==> config.mk <==
export PLATFORM = sky130hd
export DESIGN_NAME = request_frame_decoder
export DESIGN_NICKNAME = d
export VERILOG_FILES = /design/src/rtl/rfd_pkg.sv /design/src/rtl/rfd_parser.sv /design/src/rtl/request_frame_decoder.sv
export SDC_FILE = /design/constraint.sdc
export NUM_CORES = 1
export LEC_CHECK = 0
export BUFFER_PORTS_ARGS = -buffer_cell sky130_fd_sc_hd__clkbuf_2
export CAP_MARGIN = 20
export CORE_MARGIN = 1.5
export CORE_UTILIZATION = 48
export CTS_CLUSTER_SIZE = 40
export DETAILED_ROUTE_END_ITERATION = 8
export PLACE_DENSITY = 0.72
export SLEW_MARGIN = 10
export SYNTH_ARGS = -nofsm -noshare
export SYNTH_HDL_FRONTEND = slang
export SYNTH_SLANG_ARGS = --single-unit
export TNS_END_PERCENT = 1
==> constraint.sdc <==
create_clock -name clk -period 4.2 [get_ports clk]
set_clock_uncertainty 0.1 [all_clocks]
set_input_delay 0.42 -clock clk [delete_from_list [all_inputs] [get_ports clk]]
set_output_delay 0.42 -clock clk [all_outputs]
set_load 0.01 [all_outputs]
==> src/rtl/rfd_pkg.sv <==
// ----------------------------------------------------------------------------
// rfd_pkg: request frame decoder shared types
// Phase codes, byte role codes and the per-byte result word.
// ----------------------------------------------------------------------------
package rfd_pkg;

  localparam int unsigned ByteW = 8;
  localparam int unsigned HalfW = 16;
  localparam int unsigned RoleW = 3;

  // Parser phase; codes above PH_VAL are unused and read as PH_OPCODE
  typedef enum logic [3:0] {
    PH_OPCODE  = 4'd0,
    PH_CNT_LO  = 4'd1,
    PH_CNT_HI  = 4'd2,
    PH_KLEN_LO = 4'd3,
    PH_KLEN_HI = 4'd4,
    PH_VLEN_LO = 4'd5,
    PH_VLEN_HI = 4'd6,
    PH_KEY     = 4'd7,
    PH_VAL     = 4'd8
  } phase_t;

  typedef enum logic [RoleW-1:0] {
    ROLE_OPCODE = 3'd0,
    ROLE_COUNT  = 3'd1,
    ROLE_KLEN   = 3'd2,
    ROLE_VLEN   = 3'd3,
    ROLE_KEY    = 3'd4,
    ROLE_VALUE  = 3'd5
  } role_t;

  typedef struct packed {
    logic [ByteW-1:0] opcode;
    role_t            byte_role;
    logic [ByteW-1:0] echo_byte;
    logic [HalfW-1:0] item_index;
    logic [HalfW-1:0] key_length;
    logic [HalfW-1:0] value_length;
    logic [HalfW-1:0] field_position;
    logic             item_end;
    logic             message_end;
  } result_t;

endpackage

==> src/rtl/rfd_parser.sv <==
// ----------------------------------------------------------------------------
// rfd_parser: request frame phase machine
// Holds the parse state and tags one byte per step.
// ----------------------------------------------------------------------------
module rfd_parser (
  input  logic                       clk,
  input  logic                       rst_n,
  input  logic                       step,
  input  logic [rfd_pkg::ByteW-1:0]  data_byte,
  output rfd_pkg::result_t           result
);

  rfd_pkg::phase_t             phase_r, phase_nxt;
  logic [rfd_pkg::ByteW-1:0]   opcode_r, opcode_nxt;
  logic [rfd_pkg::HalfW-1:0]   items_left_r, items_left_nxt;
  logic [rfd_pkg::HalfW-1:0]   item_cnt_r, item_cnt_nxt;
  logic [rfd_pkg::HalfW-1:0]   key_len_r, key_len_nxt;
  logic [rfd_pkg::HalfW-1:0]   val_len_r, val_len_nxt;
  logic [rfd_pkg::HalfW-1:0]   field_pos_r, field_pos_nxt;

  logic [rfd_pkg::HalfW-1:0]   items_dec;
  logic [rfd_pkg::HalfW-1:0]   pos_inc;
  logic                        last_item;

  assign items_dec = items_left_r - 16'd1;
  assign last_item = (items_dec == '0);
  assign pos_inc   = field_pos_r + 16'd1;

  // next state
  always_comb begin
    phase_nxt      = phase_r;
    opcode_nxt     = opcode_r;
    items_left_nxt = items_left_r;
    item_cnt_nxt   = item_cnt_r;
    key_len_nxt    = key_len_r;
    val_len_nxt    = val_len_r;
    field_pos_nxt  = field_pos_r;
    case (phase_r)
      rfd_pkg::PH_CNT_LO: begin
        items_left_nxt = {8'd0, data_byte};
        phase_nxt      = rfd_pkg::PH_CNT_HI;
      end
      rfd_pkg::PH_CNT_HI: begin
        items_left_nxt = {data_byte, items_left_r[7:0]};
        item_cnt_nxt   = '0;
        phase_nxt      = ({data_byte, items_left_r[7:0]} == '0) ?
                         rfd_pkg::PH_OPCODE : rfd_pkg::PH_KLEN_LO;
      end
      rfd_pkg::PH_KLEN_LO: begin
        key_len_nxt = {8'd0, data_byte};
        val_len_nxt = '0;
        phase_nxt   = rfd_pkg::PH_KLEN_HI;
      end
      rfd_pkg::PH_KLEN_HI: begin
        key_len_nxt = {data_byte, key_len_r[7:0]};
        phase_nxt   = rfd_pkg::PH_VLEN_LO;
      end
      rfd_pkg::PH_VLEN_LO: begin
        val_len_nxt = {8'd0, data_byte};
        phase_nxt   = rfd_pkg::PH_VLEN_HI;
      end
      rfd_pkg::PH_VLEN_HI: begin
        val_len_nxt   = {data_byte, val_len_r[7:0]};
        field_pos_nxt = '0;
        if (key_len_r != '0) begin
          phase_nxt = rfd_pkg::PH_KEY;
        end else if ({data_byte, val_len_r[7:0]} != '0) begin
          phase_nxt = rfd_pkg::PH_VAL;
        end else begin
          items_left_nxt = items_dec;
          if (last_item) begin
            phase_nxt = rfd_pkg::PH_OPCODE;
          end else begin
            item_cnt_nxt = item_cnt_r + 16'd1;
            phase_nxt    = rfd_pkg::PH_KLEN_LO;
          end
        end
      end
      rfd_pkg::PH_KEY: begin
        field_pos_nxt = pos_inc;
        if (pos_inc == key_len_r) begin
          field_pos_nxt = '0;
          if (val_len_r != '0) begin
            phase_nxt = rfd_pkg::PH_VAL;
          end else begin
            items_left_nxt = items_dec;
            if (last_item) begin
              phase_nxt = rfd_pkg::PH_OPCODE;
            end else begin
              item_cnt_nxt = item_cnt_r + 16'd1;
              phase_nxt    = rfd_pkg::PH_KLEN_LO;
            end
          end
        end
      end
      rfd_pkg::PH_VAL: begin
        field_pos_nxt = pos_inc;
        if (pos_inc == val_len_r) begin
          field_pos_nxt  = '0;
          items_left_nxt = items_dec;
          if (last_item) begin
            phase_nxt = rfd_pkg::PH_OPCODE;
          end else begin
            item_cnt_nxt = item_cnt_r + 16'd1;
            phase_nxt    = rfd_pkg::PH_KLEN_LO;
          end
        end
      end
      default: begin
        opcode_nxt     = data_byte;
        items_left_nxt = '0;
        item_cnt_nxt   = '0;
        key_len_nxt    = '0;
        val_len_nxt    = '0;
        field_pos_nxt  = '0;
        phase_nxt      = rfd_pkg::PH_CNT_LO;
      end
    endcase
  end

  // outputs
  always_comb begin
    result                = '0;
    result.opcode         = opcode_nxt;
    result.echo_byte      = data_byte;
    result.byte_role      = rfd_pkg::ROLE_OPCODE;
    case (phase_r)
      rfd_pkg::PH_CNT_LO: begin
        result.byte_role = rfd_pkg::ROLE_COUNT;
      end
      rfd_pkg::PH_CNT_HI: begin
        result.byte_role   = rfd_pkg::ROLE_COUNT;
        result.message_end = ({data_byte, items_left_r[7:0]} == '0);
      end
      rfd_pkg::PH_KLEN_LO: begin
        result.byte_role  = rfd_pkg::ROLE_KLEN;
        result.item_index = item_cnt_r;
      end
      rfd_pkg::PH_KLEN_HI: begin
        result.byte_role  = rfd_pkg::ROLE_KLEN;
        result.item_index = item_cnt_r;
        result.key_length = key_len_nxt;
      end
      rfd_pkg::PH_VLEN_LO: begin
        result.byte_role  = rfd_pkg::ROLE_VLEN;
        result.item_index = item_cnt_r;
        result.key_length = key_len_r;
      end
      rfd_pkg::PH_VLEN_HI: begin
        result.byte_role    = rfd_pkg::ROLE_VLEN;
        result.item_index   = item_cnt_r;
        result.key_length   = key_len_r;
        result.value_length = val_len_nxt;
        if (key_len_r == '0 && val_len_nxt == '0) begin
          result.item_end    = 1'b1;
          result.message_end = last_item;
        end
      end
      rfd_pkg::PH_KEY: begin
        result.byte_role      = rfd_pkg::ROLE_KEY;
        result.item_index     = item_cnt_r;
        result.key_length     = key_len_r;
        result.value_length   = val_len_r;
        result.field_position = field_pos_r;
        if (pos_inc == key_len_r && val_len_r == '0) begin
          result.item_end    = 1'b1;
          result.message_end = last_item;
        end
      end
      rfd_pkg::PH_VAL: begin
        result.byte_role      = rfd_pkg::ROLE_VALUE;
        result.item_index     = item_cnt_r;
        result.key_length     = key_len_r;
        result.value_length   = val_len_r;
        result.field_position = field_pos_r;
        if (pos_inc == val_len_r) begin
          result.item_end    = 1'b1;
          result.message_end = last_item;
        end
      end
      default: begin
        result.byte_role = rfd_pkg::ROLE_OPCODE;
      end
    endcase
  end

  always_ff @(posedge clk) begin
    if (!rst_n) begin
      phase_r      <= rfd_pkg::PH_OPCODE;
      opcode_r     <= '0;
      items_left_r <= '0;
      item_cnt_r   <= '0;
      key_len_r    <= '0;
      val_len_r    <= '0;
      field_pos_r  <= '0;
    end else if (step) begin
      phase_r      <= phase_nxt;
      opcode_r     <= opcode_nxt;
      items_left_r <= items_left_nxt;
      item_cnt_r   <= item_cnt_nxt;
      key_len_r    <= key_len_nxt;
      val_len_r    <= val_len_nxt;
      field_pos_r  <= field_pos_nxt;
    end
  end

endmodule

==> src/rtl/request_frame_decoder.sv <==
// ----------------------------------------------------------------------------
// request_frame_decoder: key-value request byte tagger
// Tags each byte of a request message with role, item, lengths and position.
// ----------------------------------------------------------------------------
//  channel | dir | handshake          | payload
//  in_     | in  | in_valid/in_stall  | in_data_byte
//  out_    | out | out_valid/out_stall| opcode, role, byte, index, lengths, pos, ends
//
//  One word in, one word out, one word per cycle sustained while out_stall is low.
//  A word passes the input register, then parse logic into the result register.
//  The single phase machine is updated once per word.
//  rst_n (synchronous) returns the parser to expecting an opcode byte.
//  out_stall holds the result register; the input register keeps taking a word
//  until it is full too, then in_stall rises.
// ----------------------------------------------------------------------------
module request_frame_decoder (
  input  logic                        clk,
  input  logic                        rst_n,
  // input word channel
  input  logic                        in_valid,
  output logic                        in_stall,
  input  logic [rfd_pkg::ByteW-1:0]   in_data_byte,
  // result word channel
  output logic                        out_valid,
  input  logic                        out_stall,
  output logic [rfd_pkg::ByteW-1:0]   out_opcode,
  output logic [rfd_pkg::RoleW-1:0]   out_byte_role,
  output logic [rfd_pkg::ByteW-1:0]   out_echo_byte,
  output logic [rfd_pkg::HalfW-1:0]   out_item_index,
  output logic [rfd_pkg::HalfW-1:0]   out_key_length,
  output logic [rfd_pkg::HalfW-1:0]   out_value_length,
  output logic [rfd_pkg::HalfW-1:0]   out_field_position,
  output logic                        out_item_end,
  output logic                        out_message_end
);

  // input register
  logic                       in_vld_r, in_vld_nxt;
  logic [rfd_pkg::ByteW-1:0]  in_byte_r;

  // result register
  logic                       out_vld_r, out_vld_nxt;
  rfd_pkg::result_t           res_r;
  rfd_pkg::result_t           res_nxt;

  logic out_free;   // result register can load this cycle
  logic step;       // word moves from input register to result register
  logic in_take;

  assign out_free = !out_vld_r || !out_stall;
  assign step     = in_vld_r && out_free;
  assign in_stall = in_vld_r && !out_free;
  assign in_take  = in_valid && !in_stall;

  assign in_vld_nxt  = in_take || (in_vld_r && !step);
  assign out_vld_nxt = step || (out_vld_r && out_stall);

  always_ff @(posedge clk) begin
    if (!rst_n) begin
      in_vld_r  <= 1'b0;
      out_vld_r <= 1'b0;
    end else begin
      in_vld_r  <= in_vld_nxt;
      out_vld_r <= out_vld_nxt;
    end
  end

  always_ff @(posedge clk) begin
    if (in_take) begin
      in_byte_r <= in_data_byte;
    end
    if (step) begin
      res_r <= res_nxt;
    end
  end

  // phase machine, advanced once per word handed to the result register
  rfd_parser u_parser (
    .clk       (clk),
    .rst_n     (rst_n),
    .step      (step),
    .data_byte (in_byte_r),
    .result    (res_nxt)
  );

  assign out_valid          = out_vld_r;
  assign out_opcode         = res_r.opcode;
  assign out_byte_role      = res_r.byte_role;
  assign out_echo_byte      = res_r.echo_byte;
  assign out_item_index     = res_r.item_index;
  assign out_key_length     = res_r.key_length;
  assign out_value_length   = res_r.value_length;
  assign out_field_position = res_r.field_position;
  assign out_item_end       = res_r.item_end;
  assign out_message_end    = res_r.message_end;

`ifndef SYNTHESIS
  // item end only on a value-length, key or value byte
  a_item_end_role: assert property (@(posedge clk) disable iff (!rst_n)
    (out_vld_r && res_r.item_end) |->
      (res_r.byte_role == rfd_pkg::ROLE_VLEN || res_r.byte_role == rfd_pkg::ROLE_KEY ||
       res_r.byte_role == rfd_pkg::ROLE_VALUE))
    else $error("item end on wrong byte role");

  // message end without item end only on the item count byte
  a_msg_end_role: assert property (@(posedge clk) disable iff (!rst_n)
    (out_vld_r && res_r.message_end && !res_r.item_end) |->
      (res_r.byte_role == rfd_pkg::ROLE_COUNT))
    else $error("message end without item end off count byte");

  // opcode bytes carry no item context
  a_opcode_clean: assert property (@(posedge clk) disable iff (!rst_n)
    (out_vld_r && res_r.byte_role == rfd_pkg::ROLE_OPCODE) |->
      (res_r.item_index == '0 && res_r.key_length == '0 &&
       res_r.field_position == '0 && !res_r.item_end && !res_r.message_end))
    else $error("opcode byte with item context");

  // input stall only while both registers are occupied
  a_stall_full: assert property (@(posedge clk) disable iff (!rst_n)
    in_stall |-> (in_vld_r && out_vld_r && out_stall))
    else $error("input stalled with free space");
`endif

endmodule
==> impl_metrics.env <==
export IMPL_fillCellCount=1726
export IMPL_finalSetupViolCount=0
export IMPL_cts_setup_buffers=0
export IMPL_grt_overflow=0
export IMPL_cp_arrival_ps=4030
export IMPL_crit_required_ps=4450
export IMPL_dr_pass1_iters=7
export IMPL_drcViolationCount=0
export IMPL_final_layout_size_suffix_gt1_share_pct=18.7
export IMPL_synthTopCellsByArea="edfxtp_1 29%, dfxtp_1 20%, nor2_1 4.7%, a22oi_1 2.9%, nand2_1 2.9%"
export IMPL_clock_root_buffer="clkbuf_16"
export IMPL_synth_area_mm2=0.00960
export IMPL_synth_top_cell_area_share_pct=29.1
export IMPL_synth_top_family_by_area="simple AND/OR/NAND/NOR gates"
export IMPL_postCtsHoldBufs=0
export IMPL_cap_violations=0
export IMPL_core_area_mm2=0.0195
export IMPL_ys_flop_type="dfxtp_1"
export IMPL_grt_max_degree=55
export IMPL_worstHoldPathType="in -> reg"
export IMPL_fmax_ghz=0.264
export IMPL_hpwl_um=17000
export IMPL_grtUsageTotal_pct=24.8
export IMPL_die_h_um=144
export IMPL_antenna_cells=0
export IMPL_max_vdd_ir_drop_mv=0.262
export IMPL_synth_adder_area_share_pct=0.522
export IMPL_synthSimpleGateAreaFrac_pct=23.0
export IMPL_power_total_w=0.00401
export IMPL_critPathKind="reg -> reg"
export IMPL_maxSlewHeadroom_pct=37.3
export IMPL_clkSinkCount=187
export IMPL_syn_nets=1010
export IMPL_synthArstFlopShare_pct=0
export IMPL_slew_viol_final=0
export IMPL_syn2layout_area_growth_pct=13.8
export IMPL_synth_seq_area_share_pct=48.7
export IMPL_io_pins=99
export IMPL_power_density_mw_per_mm2=367
export IMPL_synthesis_instances=994
export IMPL_setup_tns_ps=0
export IMPL_viasPerCell=6.04
export IMPL_crit_fanout=15
export IMPL_synth_area_mux_share_pct=2.72
export IMPL_die_x_um=144
export IMPL_vias=8130
export IMPL_cts_tree="built"
export IMPL_yosysWarnings=0
export IMPL_ant_nets=0
export IMPL_gp_congestion=0.973
export IMPL_leakagePower_nw=4.03
export IMPL_yosysTopAreaCell="edfxtp_1"
export IMPL_synthXorXnorAreaFrac_pct=4.51
export IMPL_synth_area_per_cell_um2=9.65
export IMPL_finalCriticalPeriod_ps=3790
export IMPL_clk_insertion_delay_late_ps=440
export IMPL_cts_made_buffers=17
export IMPL_worstMarginPinSlew_ps=937
export IMPL_rsz0062_at_grt="false"
export IMPL_ys_ff_latch=187
export IMPL_synth_distinct_cells=76
export IMPL_fin_nets=1083
export IMPL_synth_compound_area_share_pct=16.5
export IMPL_status="complete, no violations"
export IMPL_grt_pass1_wl_um=39300
export IMPL_wire_per_inst_um=18.6
export IMPL_fin_crit_sh_pct=90.2
export IMPL_wl_um=25100
export IMPL_synth_edf_count=93
export IMPL_clk_pin_slew_worst_paths_ps=70
export IMPL_io_buffer_count=98
export IMPL_start_util_pct=49.1
export IMPL_drtIter0Drc=918
export IMPL_end_kind="flip-flop"
export IMPL_clock_path_buffers=2
export IMPL_crit_path_start_kind="flip-flop"
export IMPL_first_global_vias=7281
export IMPL_rows=51
export IMPL_ctsHtreeMaxLevel=4
export IMPL_cts_resized_gates=0
export IMPL_antenna_found_initial=0
export IMPL_timing_hold_violations_final=0
export IMPL_dieArea_mm2=0.0208
-- through the flow --
stage / hold slack [ps] / worst slack [ps] / instance area (um2) / util, % / std cells
floorplan: 324 / 182 / 9600 / - / 994
global placement: 366 / 548 / 10300 / 52.9 / 1312
detailed placement: 381 / 474 / 10300 / 52.9 / 1313
CTS: 40.9 / 451 / 10900 / 55.9 / 1345
global route: 32.6 / 102 / 10900 / 55.9 / 1345
finish: 52.5 / 412 / 10900 / 55.9 / 1345
-- kinds of logic (layout without fill, tap and decap cells) --
family / after synthesis / after routing
AO/OA/AOI/OAI: 216 / 216
XOR/XNOR: 47 / 47
adder cells (fa/ha/maj): 4 / 4
buffers and inverters: 91 / 177
flip-flops: 187 / 187
multiplexers: 24 / 24
AND/OR/NAND/NOR: 425 / 425
-- final cells by class --
| class | count | area [um2] | area share (%) |
|---|---|---|---|
| clock inverter | 15 | 164 | 1.50 |
| timing repair buffer | 131 | 738 | 6.76 |
| tap | 265 | 332 | 3.04 |
| clock buffer | 17 | 425 | 3.90 |
| sequential | 187 | 4670 | 42.8 |
| inverter | 14 | 55.1 | 0.504 |
| multi-input combinational | 716 | 4530 | 41.5 |
-- synthesized netlist by cell type (11+ instances only) --
| cell type | number |
|---|---|
| and2_1 | 22 |
| o21ai_0 | 31 |
| inv_1 | 13 |
| buf_2 | 12 |
| nor2_1 | 119 |
| a221o_1 | 13 |
| a21oi_1 | 27 |
| and3_1 | 19 |
| mux2_2 | 17 |
| edfxtp_1 | 93 |
| a22o_1 | 25 |
| xor2_1 | 24 |
| a22oi_1 | 37 |
| nand4_1 | 23 |
| dfxtp_1 | 94 |
| nor3_1 | 33 |
| nor4_1 | 17 |
| nor2b_1 | 33 |
| nand2_1 | 73 |
| o31ai_1 | 11 |
| or3_1 | 13 |
| xnor2_1 | 21 |
| nand3_1 | 25 |
| clkbuf_1 | 54 |
-- registers in the layout, summed over array words and instances, names as in the netlist, 3 cells and up --
register	cells
out_byte_role	3
u_parser.key_len_r	16
out_field_position	16
out_opcode	8
in_byte_r	8
u_parser.item_cnt_r	16
out_echo_byte	8
out_item_index	16
u_parser.field_pos_r	16
u_parser.opcode_r	8
out_value_length	16
u_parser.val_len_r	16
u_parser.phase_r	4
u_parser.items_left_r	16
out_key_length	16
-- critical path, cell delays in order (launching register included) --
cell       delay (ps)
dfxtp_1           430
ha_1              390
and4_1            290
nand3_1           150
xor2_1            300
xnor2_1            90
a2111oi_0         320
nand4_1           320
a21o_1            470
or2_1             480
o32ai_1           330
-- path summary, 6_finish.rpt --
kind / from / to / slack (ps) / cells past startpoint
worst max-delay path: u_parser.field_pos_r[1] / u_parser.items_left_r[8] / 410 / 10
worst min-delay path: in_data_byte[3] / in_byte_r[3] / 50 / 1
worst max register to register: u_parser.field_pos_r[1] / u_parser.items_left_r[8] / 410 / 10
worst min register to register: in_vld_r / out_valid / 390 / 2
-- power breakdown --
part	switching (W)	internal [W]
logic	0.000263	0.000142
clock network	0.000737	0.000838
registers	0.0000478	0.00198
total	0.00105	0.00296
-- placed cells by master (no fill, tap or decap), types with 9 or more instances in the layout --
cell / n
nand2_1: 73
nor4_1: 17
and3_1: 19
clkbuf_2: 98
inv_1: 12
nand3_1: 25
dfxtp_1: 94
o21ai_0: 31
o31ai_1: 11
nor3_1: 32
a22oi_1: 37
a22o_1: 25
a21oi_1: 27
nor2b_1: 33
or3_1: 13
and2_1: 22
nor2_1: 119
xor2_1: 24
a221o_1: 13
clkbuf_16: 17
nand2b_1: 9
nand4_1: 23
mux2_2: 17
buf_4: 33
edfxtp_1: 93
xnor2_1: 21
-- metal layers --
metal | vias up | GRT usage (%) | share of wire, %
met3 | 72 | 5.10 | 6.8
met2 | 360 | 39.0 | 47
met1 | 3852 | 32.6 | 42
li1 | 3846 | - | -
met5 | - | 0 | 0
met4 | 0 | 11.9 | 4.1
No activity file was read; power rests on OpenSTA's default activity.
